===== src/rtl/pbpm_pkg.sv =====
// ----------------------------------------------------------------------------
// pbpm_pkg
// Shared types and codes for the packet buffer pool manager.
// ----------------------------------------------------------------------------
package pbpm_pkg;

  localparam int MAX_BUFFERS_DEF = 64;
  localparam int HEAD_ROOM_DEF   = 32;
  localparam int ALIGN           = 16;

  // operation codes
  localparam logic [1:0] OP_GET  = 2'd0;
  localparam logic [1:0] OP_PUT  = 2'd1;
  localparam logic [1:0] OP_INIT = 2'd2;

  // status codes
  localparam logic [1:0] ST_OK     = 2'd0;
  localparam logic [1:0] ST_EMPTY  = 2'd1;
  localparam logic [1:0] ST_BADIDX = 2'd2;
  localparam logic [1:0] ST_DOUBLE = 2'd3;

  // configuration register indexes
  localparam logic [1:0] REG_POOL_BASE = 2'd0;
  localparam logic [1:0] REG_BUF_BYTES = 2'd1;
  localparam logic [1:0] REG_BUF_COUNT = 2'd2;

  localparam logic [31:0] CFG_BASE_RESET  = 32'd0;
  localparam logic [15:0] CFG_BYTES_RESET = 16'd2048;
  localparam logic [6:0]  CFG_COUNT_RESET = 7'd64;

  // controller -> datapath
  typedef struct packed {
    logic capture;   // latch request fields
    logic decode;    // evaluate request, update list/counters
    logic walk;      // write one free list entry during init
    logic grant;     // popped index available, start address multiply
    logic addr;      // form buffer address
    logic load_out;  // load result register
  } cmd_t;

  // datapath -> controller
  typedef struct packed {
    logic [1:0] op;
    logic       empty;      // free list empty
    logic       pool_zero;  // configured count is zero
    logic       walk_last;  // last entry of init walk
  } stat_t;

endpackage


===== src/rtl/pbpm_ctrl.sv =====
// ----------------------------------------------------------------------------
// pbpm_ctrl
// Request sequencer: accepts one request, steps the datapath through it and
// owns the result handshake.
// ----------------------------------------------------------------------------
module pbpm_ctrl import pbpm_pkg::*; (
  input  logic  clk,
  input  logic  rst,
  input  logic  in_valid,
  output logic  in_stall,
  output logic  out_valid,
  input  logic  out_stall,
  input  stat_t stat,
  output cmd_t  cmd
);

  localparam logic [2:0] S_IDLE   = 3'd0;
  localparam logic [2:0] S_DECODE = 3'd1;
  localparam logic [2:0] S_WALK   = 3'd2;
  localparam logic [2:0] S_GRANT  = 3'd3;
  localparam logic [2:0] S_ADDR   = 3'd4;
  localparam logic [2:0] S_FIN    = 3'd5;

  logic [2:0] state;
  logic [2:0] state_next;
  logic       slot_free;

  assign in_stall  = (state != S_IDLE);
  assign slot_free = !out_valid || !out_stall;

  always_comb begin
    cmd          = '0;
    cmd.capture  = (state == S_IDLE) && in_valid;
    cmd.decode   = (state == S_DECODE);
    cmd.walk     = (state == S_WALK);
    cmd.grant    = (state == S_GRANT);
    cmd.addr     = (state == S_ADDR);
    cmd.load_out = (state == S_FIN) && slot_free;
  end

  always_comb begin
    state_next = state;
    case (state)
      S_IDLE: begin
        if (in_valid) state_next = S_DECODE;
      end
      S_DECODE: begin
        case (stat.op)
          OP_INIT: state_next = stat.pool_zero ? S_FIN : S_WALK;
          OP_GET:  state_next = stat.empty ? S_FIN : S_GRANT;
          default: state_next = S_FIN;
        endcase
      end
      S_WALK: begin
        if (stat.walk_last) state_next = S_FIN;
      end
      S_GRANT: state_next = S_ADDR;
      S_ADDR:  state_next = S_FIN;
      S_FIN: begin
        if (slot_free) state_next = S_IDLE;
      end
      default: state_next = S_IDLE;
    endcase
  end

  always_ff @(posedge clk) begin
    if (rst) begin
      state     <= S_IDLE;
      out_valid <= 1'b0;
    end else begin
      state <= state_next;
      if (cmd.load_out) begin
        out_valid <= 1'b1;
      end else if (!out_stall) begin
        out_valid <= 1'b0;
      end
    end
  end

endmodule


===== src/rtl/pbpm_datapath.sv =====
// ----------------------------------------------------------------------------
// pbpm_datapath
// Configuration registers, free list memory, buffer flags, counters,
// address arithmetic and the result register.
// ----------------------------------------------------------------------------
module pbpm_datapath import pbpm_pkg::*; #(
  parameter int MAX_BUFFERS = MAX_BUFFERS_DEF,
  parameter int HEAD_ROOM   = HEAD_ROOM_DEF
) (
  input  logic        clk,
  input  logic        rst,
  input  cmd_t        cmd,
  output stat_t       stat,
  input  logic        cfg_valid,
  output logic        cfg_ready,
  input  logic [1:0]  cfg_index,
  input  logic [31:0] cfg_data,
  input  logic [1:0]  operation,
  input  logic [5:0]  buffer_index,
  output logic [1:0]  status,
  output logic [5:0]  granted_index,
  output logic [31:0] buffer_address,
  output logic [31:0] data_address,
  output logic [31:0] end_address,
  output logic [6:0]  free_total,
  output logic [6:0]  used_total
);

  localparam int IDX_W  = (MAX_BUFFERS > 1) ? $clog2(MAX_BUFFERS) : 1;
  localparam int CNT_W  = $clog2(MAX_BUFFERS + 1);
  localparam int CFG_W  = (CNT_W > 7) ? CNT_W : 7;
  localparam int CMP_W  = (CNT_W > 6) ? CNT_W : 6;
  localparam int SUM_W  = CNT_W + 1;
  localparam int PROD_W = IDX_W + 16;
  localparam logic [IDX_W-1:0] LAST_PTR = IDX_W'(MAX_BUFFERS - 1);

  // configuration
  logic [31:0] cfg_base;
  logic [15:0] cfg_bytes;
  logic [6:0]  cfg_count;

  // values latched at init
  logic [CNT_W-1:0] pool_size;
  logic [31:0]      base_l;
  logic [15:0]      size_l;
  logic [31:0]      end_off;

  logic [MAX_BUFFERS-1:0] free_mask;
  logic [IDX_W-1:0]       fifo_mem [MAX_BUFFERS];
  logic [IDX_W-1:0]       fifo_rdata;
  logic [IDX_W-1:0]       rd_ptr;
  logic [IDX_W-1:0]       wr_ptr;
  logic [IDX_W-1:0]       walk_cnt;
  logic [CNT_W-1:0]       free_cnt;
  logic [CNT_W-1:0]       used_cnt;

  logic [1:0]        op_r;
  logic [5:0]        idx_r;
  logic [1:0]        res_status;
  logic              res_get;
  logic [IDX_W-1:0]  gidx_r;
  logic [PROD_W-1:0] prod;
  logic [31:0]       baddr_r;

  logic [CNT_W-1:0] init_n;
  logic             put_bad;
  logic             put_double;
  logic             put_ok;
  logic             pop_en;
  logic             fifo_we;
  logic [IDX_W-1:0] fifo_waddr;
  logic [IDX_W-1:0] fifo_wdata;

  assign cfg_ready = 1'b1;

  assign init_n = (CFG_W'(cfg_count) > CFG_W'(MAX_BUFFERS)) ? CNT_W'(MAX_BUFFERS)
                                                            : CNT_W'(cfg_count);

  assign put_bad    = CMP_W'(idx_r) >= CMP_W'(pool_size);
  assign put_double = free_mask[IDX_W'(idx_r)];
  assign put_ok     = cmd.decode && (op_r == OP_PUT) && !put_bad && !put_double;
  assign pop_en     = cmd.decode && (op_r == OP_GET) && (free_cnt != '0);

  assign fifo_we    = cmd.walk || put_ok;
  assign fifo_waddr = cmd.walk ? walk_cnt : wr_ptr;
  assign fifo_wdata = cmd.walk ? walk_cnt : IDX_W'(idx_r);

  always_comb begin
    stat           = '0;
    stat.op        = op_r;
    stat.empty     = (free_cnt == '0);
    stat.pool_zero = (cfg_count == '0);
    stat.walk_last = (CNT_W'(walk_cnt) == pool_size - CNT_W'(1));
  end

  always_ff @(posedge clk) begin
    if (rst) begin
      cfg_base  <= CFG_BASE_RESET;
      cfg_bytes <= CFG_BYTES_RESET;
      cfg_count <= CFG_COUNT_RESET;
    end else if (cfg_valid) begin
      case (cfg_index)
        REG_POOL_BASE: cfg_base  <= cfg_data;
        REG_BUF_BYTES: cfg_bytes <= cfg_data[15:0];
        REG_BUF_COUNT: cfg_count <= cfg_data[6:0];
        default: ;
      endcase
    end
  end

  // free list storage, one write and one registered read
  always_ff @(posedge clk) begin
    if (fifo_we) fifo_mem[fifo_waddr] <= fifo_wdata;
  end

  always_ff @(posedge clk) begin
    if (pop_en) fifo_rdata <= fifo_mem[rd_ptr];
  end

  always_ff @(posedge clk) begin
    if (rst) begin
      pool_size <= '0;
      base_l    <= '0;
      size_l    <= '0;
      end_off   <= '0;
      free_mask <= '0;
      rd_ptr    <= '0;
      wr_ptr    <= '0;
      walk_cnt  <= '0;
      free_cnt  <= '0;
      used_cnt  <= '0;
    end else begin
      if (cmd.decode && (op_r == OP_INIT)) begin
        pool_size <= init_n;
        base_l    <= (cfg_base + 32'(ALIGN - 1)) & ~32'(ALIGN - 1);
        size_l    <= cfg_bytes;
        end_off   <= {16'd0, cfg_bytes} - 32'd1;
        rd_ptr    <= '0;
        wr_ptr    <= (init_n == CNT_W'(MAX_BUFFERS)) ? '0 : IDX_W'(init_n);
        walk_cnt  <= '0;
        free_cnt  <= init_n;
        used_cnt  <= '0;
        for (int i = 0; i < MAX_BUFFERS; i++) begin
          free_mask[i] <= (CNT_W'(i) < init_n);
        end
      end
      if (cmd.walk) walk_cnt <= walk_cnt + IDX_W'(1);
      if (pop_en) begin
        rd_ptr   <= (rd_ptr == LAST_PTR) ? '0 : rd_ptr + IDX_W'(1);
        free_cnt <= free_cnt - CNT_W'(1);
        used_cnt <= used_cnt + CNT_W'(1);
      end
      if (put_ok) begin
        free_mask[IDX_W'(idx_r)] <= 1'b1;
        wr_ptr   <= (wr_ptr == LAST_PTR) ? '0 : wr_ptr + IDX_W'(1);
        free_cnt <= free_cnt + CNT_W'(1);
        if (used_cnt != '0) used_cnt <= used_cnt - CNT_W'(1);
      end
      if (cmd.grant) free_mask[fifo_rdata] <= 1'b0;
    end
  end

  // request and result working registers
  always_ff @(posedge clk) begin
    if (cmd.capture) begin
      op_r  <= operation;
      idx_r <= buffer_index;
    end
    if (cmd.decode) begin
      res_get    <= 1'b0;
      res_status <= ST_OK;
      if ((op_r == OP_GET) && (free_cnt == '0)) begin
        res_status <= ST_EMPTY;
      end else if (op_r == OP_PUT) begin
        if (put_bad)         res_status <= ST_BADIDX;
        else if (put_double) res_status <= ST_DOUBLE;
      end
    end
    if (cmd.grant) begin
      gidx_r  <= fifo_rdata;
      prod    <= PROD_W'(fifo_rdata) * PROD_W'(size_l);
      res_get <= 1'b1;
    end
    if (cmd.addr) baddr_r <= base_l + 32'(prod);
  end

  always_ff @(posedge clk) begin
    if (cmd.load_out) begin
      status         <= res_status;
      granted_index  <= res_get ? 6'(gidx_r) : 6'd0;
      buffer_address <= res_get ? baddr_r : 32'd0;
      data_address   <= res_get ? baddr_r + 32'(HEAD_ROOM) : 32'd0;
      end_address    <= res_get ? baddr_r + end_off : 32'd0;
      free_total     <= 7'(free_cnt);
      used_total     <= 7'(used_cnt);
    end
  end

  // free plus used never exceeds the pool
  a_pool_bound: assert property (@(posedge clk) disable iff (rst)
    SUM_W'(free_cnt) + SUM_W'(used_cnt) <= SUM_W'(pool_size))
    else $error("free and used counts exceed pool size");

  // a pop takes exactly one buffer off the free count
  a_pop_count: assert property (@(posedge clk) disable iff (rst)
    pop_en |=> free_cnt == $past(free_cnt) - CNT_W'(1))
    else $error("pop did not decrement free count");

  // a granted buffer is no longer marked free
  a_grant_flag: assert property (@(posedge clk) disable iff (rst)
    cmd.grant |=> !free_mask[$past(fifo_rdata)])
    else $error("granted buffer still flagged free");

  // a put never lands in the list while it is full
  a_put_room: assert property (@(posedge clk) disable iff (rst)
    put_ok |-> free_cnt < pool_size)
    else $error("put pushed onto a full free list");

endmodule


===== src/rtl/packet_buffer_pool_manager_top.sv =====
// ----------------------------------------------------------------------------
// packet_buffer_pool_manager_top
// Pool of equal-size packet buffers on a FIFO free list: init, get, put.
// ----------------------------------------------------------------------------
//  channel  | handshake            | payload
//  ---------+----------------------+------------------------------------------
//  in       | in_valid / in_stall  | operation, buffer_index
//  out      | out_valid / out_stall| status, granted_index, buffer_address,
//           |                      | data_address, end_address, free_total,
//           |                      | used_total
//  cfg      | cfg_valid / cfg_ready| cfg_index, cfg_data (cfg_ready always 1)
//
// One request at a time. From accept to result register a get passes through
// free list read, index * size multiply and address add; put and other
// requests go straight to the result, and init first writes one free list
// entry per cycle. The input reopens the cycle after the result is loaded.
// A result waiting on out_stall holds; the next request is
// still accepted and its result waits in the final step for the slot.
// Reset is synchronous; the free list memory has no reset.
// ----------------------------------------------------------------------------
module packet_buffer_pool_manager_top import pbpm_pkg::*; #(
  parameter int MAX_BUFFERS = MAX_BUFFERS_DEF,
  parameter int HEAD_ROOM   = HEAD_ROOM_DEF
) (
  input  logic        clk,
  input  logic        rst,
  input  logic        in_valid,
  output logic        in_stall,
  input  logic [1:0]  operation,
  input  logic [5:0]  buffer_index,
  output logic        out_valid,
  input  logic        out_stall,
  output logic [1:0]  status,
  output logic [5:0]  granted_index,
  output logic [31:0] buffer_address,
  output logic [31:0] data_address,
  output logic [31:0] end_address,
  output logic [6:0]  free_total,
  output logic [6:0]  used_total,
  input  logic        cfg_valid,
  output logic        cfg_ready,
  input  logic [1:0]  cfg_index,
  input  logic [31:0] cfg_data
);

  cmd_t  cmd;
  stat_t stat;

  pbpm_ctrl u_ctrl (
    .clk       (clk),
    .rst       (rst),
    .in_valid  (in_valid),
    .in_stall  (in_stall),
    .out_valid (out_valid),
    .out_stall (out_stall),
    .stat      (stat),
    .cmd       (cmd)
  );

  pbpm_datapath #(
    .MAX_BUFFERS (MAX_BUFFERS),
    .HEAD_ROOM   (HEAD_ROOM)
  ) u_datapath (
    .clk            (clk),
    .rst            (rst),
    .cmd            (cmd),
    .stat           (stat),
    .cfg_valid      (cfg_valid),
    .cfg_ready      (cfg_ready),
    .cfg_index      (cfg_index),
    .cfg_data       (cfg_data),
    .operation      (operation),
    .buffer_index   (buffer_index),
    .status         (status),
    .granted_index  (granted_index),
    .buffer_address (buffer_address),
    .data_address   (data_address),
    .end_address    (end_address),
    .free_total     (free_total),
    .used_total     (used_total)
  );

endmodule


===== config.mk =====
export PLATFORM = sky130hd
export DESIGN_NAME = packet_buffer_pool_manager_top
export DESIGN_NICKNAME = d
export VERILOG_FILES = /design/src/rtl/pbpm_pkg.sv /design/src/rtl/pbpm_ctrl.sv /design/src/rtl/pbpm_datapath.sv /design/src/rtl/packet_buffer_pool_manager_top.sv
export SDC_FILE = /design/constraint.sdc
export NUM_CORES = 2
export LEC_CHECK = 0
export BUFFER_PORTS_ARGS = -buffer_cell sky130_fd_sc_hd__buf_2
export CAP_MARGIN = 15
export CORE_MARGIN = 2
export CORE_UTILIZATION = 45
export CTS_CLUSTER_DIAMETER = 150
export DETAILED_ROUTE_END_ITERATION = 7
export HOLD_SLACK_MARGIN = 0.03
export PLACE_DENSITY = 0.62
export SYNTH_ARGS = -nofsm -noshare
export SYNTH_HDL_FRONTEND = slang
export SYNTH_SLANG_ARGS = --single-unit

===== constraint.sdc =====
create_clock -name clk -period 9.6 [get_ports clk]
set_input_delay 0.48 -clock clk [delete_from_list [all_inputs] [get_ports clk]]
set_output_delay 0.48 -clock clk [all_outputs]
set_load 0.01 [all_outputs]

==> results.ini <==
[outcome]
status=finished, final reports clean

[layout]
final_cell_mix=edfxtp_1 (573), nand2_1 (282), nor2_1 (269), a21oi_1 (223), dfxtp_1 (220)
layout_commonest_cell=edfxtp_1
fin_nets=3576
nFillCells=7573
layout-drive-gt1-share_pct=15.07
diodes=0
area_growth_pct=12.17

[clocking]
clkSinkCount=797
htree_levels=3
cts_tree=built
clock_path_buffers=3
numCtsBuffers=85
clk_pin_slew_ps=60
hold_buffers=8
clk_latency_ps=670
post_cts_buffers=0
cts-root-buf=clkbuf_16
cts_resized=0

[logic_synthesis]
yosys.area_share.adder_pct=6.080
synth_area_um2=39180
ys_async_sr_fraction_pct=0
syn_area_per_cell_um2=11.97
synth_xor_xnor_area_share_pct=2.794
synth.distinct_cells=81
yosysWarningCount=0
yosys.area_share.simple_pct=13.53
syn_inst=3274
ys.flop_type=edfxtp_1
synth_top_family_by_area=simple AND/OR/NAND/NOR gates
ys_seq_area_share_pct=55.36
synth_mux_area_share_pct=8.347
synth-compound-area-share_pct=10.34
syn_nets=3476
synth_edf_count=573
synth-seq-cells=797

[floorplan]
core_um2=86480
die_h_um=299.1
start_util_pct=45.31
rows=108
io_pins=168
dieArea_um2=89450
die_width_um=299.1

[pwr]
p_sw_share_pct=25.63
ir_worst_vdd_uv=157.3
power.density_nw_per_um2=189.0
p_seq_share_pct=48.5
p_int_mw=6.178
p_leak_nw=15.35
pwr-share-clk_pct=40.3
p_switching_mw=2.129
p_comb_share_pct=11.2

[grt]
grt_overflow=0
grt_pass1_vias=25490
antenna_found_initial=3
grt_pass1_wl_um=154600
grt_max_degree=94
track_usage_pct=22.37

[sta]
setup_ws_ps=4667
rsz0062_at_grt=false
tns_ps=0
period_minus_slack_ps=4933
final_hold_viol_count=0
fin_crit_sh_pct=51.39
setup_viol=0
worst_pin_slew_ps=1285
slew_violations=0
fmax_ghz=0.2027
fin_skew_ps=36.36
relSlewSlack_pct=14.16

[critical_path]
critPathCaptureType=flop
crit_path_max_fanout=25
crit_type=flop to flop
start_kind=flop
cp.required_ps=9980
cp.arrival_ps=5320

[route]
drc=0
first_iter_violations=2792
via_per_inst=5.795
dr.pass1.iters=6
routed-via-count=26650
post_drt_wl_per_cell_um=22.06
ant_nets=0
wl_um=101500

[flow_run]
drv_cap=0

[placed_design]
hpwl_um=67020
pre_cts_slack_ps=4740
gp_congestion=0.8968
portBuffers=166

[worst_hold_path]
holdCritPathClass=input pin to flop

per-stage QoR:
stage | total power, mW | util, % | hold WS, ps | instances | instance area (µm²)
after floorplan | 4.709 | - | 400.3 | 3274 | 39180
after global placement | 5.020 | 47.43 | 405.2 | 4432 | 41020
after detailed placement | 5.027 | 47.43 | 407.2 | 4432 | 41020
after CTS | 8.367 | 50.81 | 54.36 | 4597 | 43940
after global routing | 8.612 | 50.82 | 74.37 | 4599 | 43950
final | 8.307 | 50.82 | 96.32 | 4599 | 43950
registers in the layout (all words and copies together), names as in the netlist, 17 cells and up:
register,flops
u_datapath.end_off,17
u_datapath.fifo_mem,384
u_datapath.baddr_r,32
u_datapath.base_l,28
u_datapath.data_address,32
u_datapath.buffer_address,27
u_datapath.prod,22
u_datapath.free_mask,64
u_datapath.end_address,32
u_datapath.cfg_base,32
power by group through the flow:
stage,clock (mW),sequential (mW),combinational [mW]
detailed placement,0,4.10,0.927
floorplan,0,4.07,0.644
finish,3.35,4.03,0.932
global route,3.54,4.04,1.03
global placement,0,4.10,0.920
CTS,3.41,4.03,0.933
cell usage after synthesis (64+ instances only):
library cell,instances,share of area (%)
edfxtp_1,573,44
nand2_1,283,2.7
nor2_1,270,2.6
a21oi_1,224,2.9
dfxtp_1,224,11
clkbuf_1,148,1.4
inv_1,140,1.3
and2_1,138,2.2
mux4_2,131,7.5
ha_1,96,3.1
o21ai_0,87,1.1
nand4_1,80,1.3
a221oi_1,68,1.5
xnor2_1,65,1.5
a211oi_1,64,1.2
worst max-delay path: stages (launching register included):
cell and delay [ps]:
edfxtp_1 840, nand2_1 180, fa_1 530, fa_1 510, fa_1 540, inv_1 40
ha_1 320, nor2b_1 140, o21a_1 170, o21ai_0 220, a21oi_1 170, a211oi_1 470
o31ai_1 170, a31oi_1 250, xnor2_1 90
path summary, 6_finish.rpt:
kind | endpoint | slack (ps) | cells after the start | from
worst max-delay path | u_datapath.prod[21] | 4670 | 14 | u_datapath.fifo_rdata[5]
worst min register to register | u_datapath.baddr_r[0] | 420 | 0 | u_datapath.prod[0]
worst min-delay path | u_datapath.cfg_base[29] | 100 | 3 | cfg_data[29]
worst max register to register | u_datapath.prod[21] | 4670 | 14 | u_datapath.fifo_rdata[5]
kinds of logic after synthesis:
family | Yosys count
AOI/OAI and AO/OA | 622
muxes | 162
buffers and inverters | 344
DFF | 797
and+or+nand+nor | 1068
adders and majority gates | 155
xor gates and xnor gates | 125
other | 1
metal layers:
layer	global-route usage, %	vias up	share of wire, %
met2	35.05	982	46
li1	-	12390	-
met4	6.702	2	2.7
met3	4.457	167	7.8
met5	0	-	0.016
met1	31.64	13110	44
cell type report:
| cell class | instances | area, µm² | area share (%) |
|---|---|---|---|
| timing repair buffer | 216 | 1227 | 2.793 |
| sequential | 797 | 21700 | 49.37 |
| clock inverter | 41 | 509.2 | 1.159 |
| tap | 1155 | 1445 | 3.288 |
| multi-input combinational | 2133 | 16200 | 36.87 |
| clock buffer | 116 | 2336 | 5.315 |
| inverter | 141 | 529.3 | 1.204 |
No activity file was read; power rests on OpenSTA's default activity.
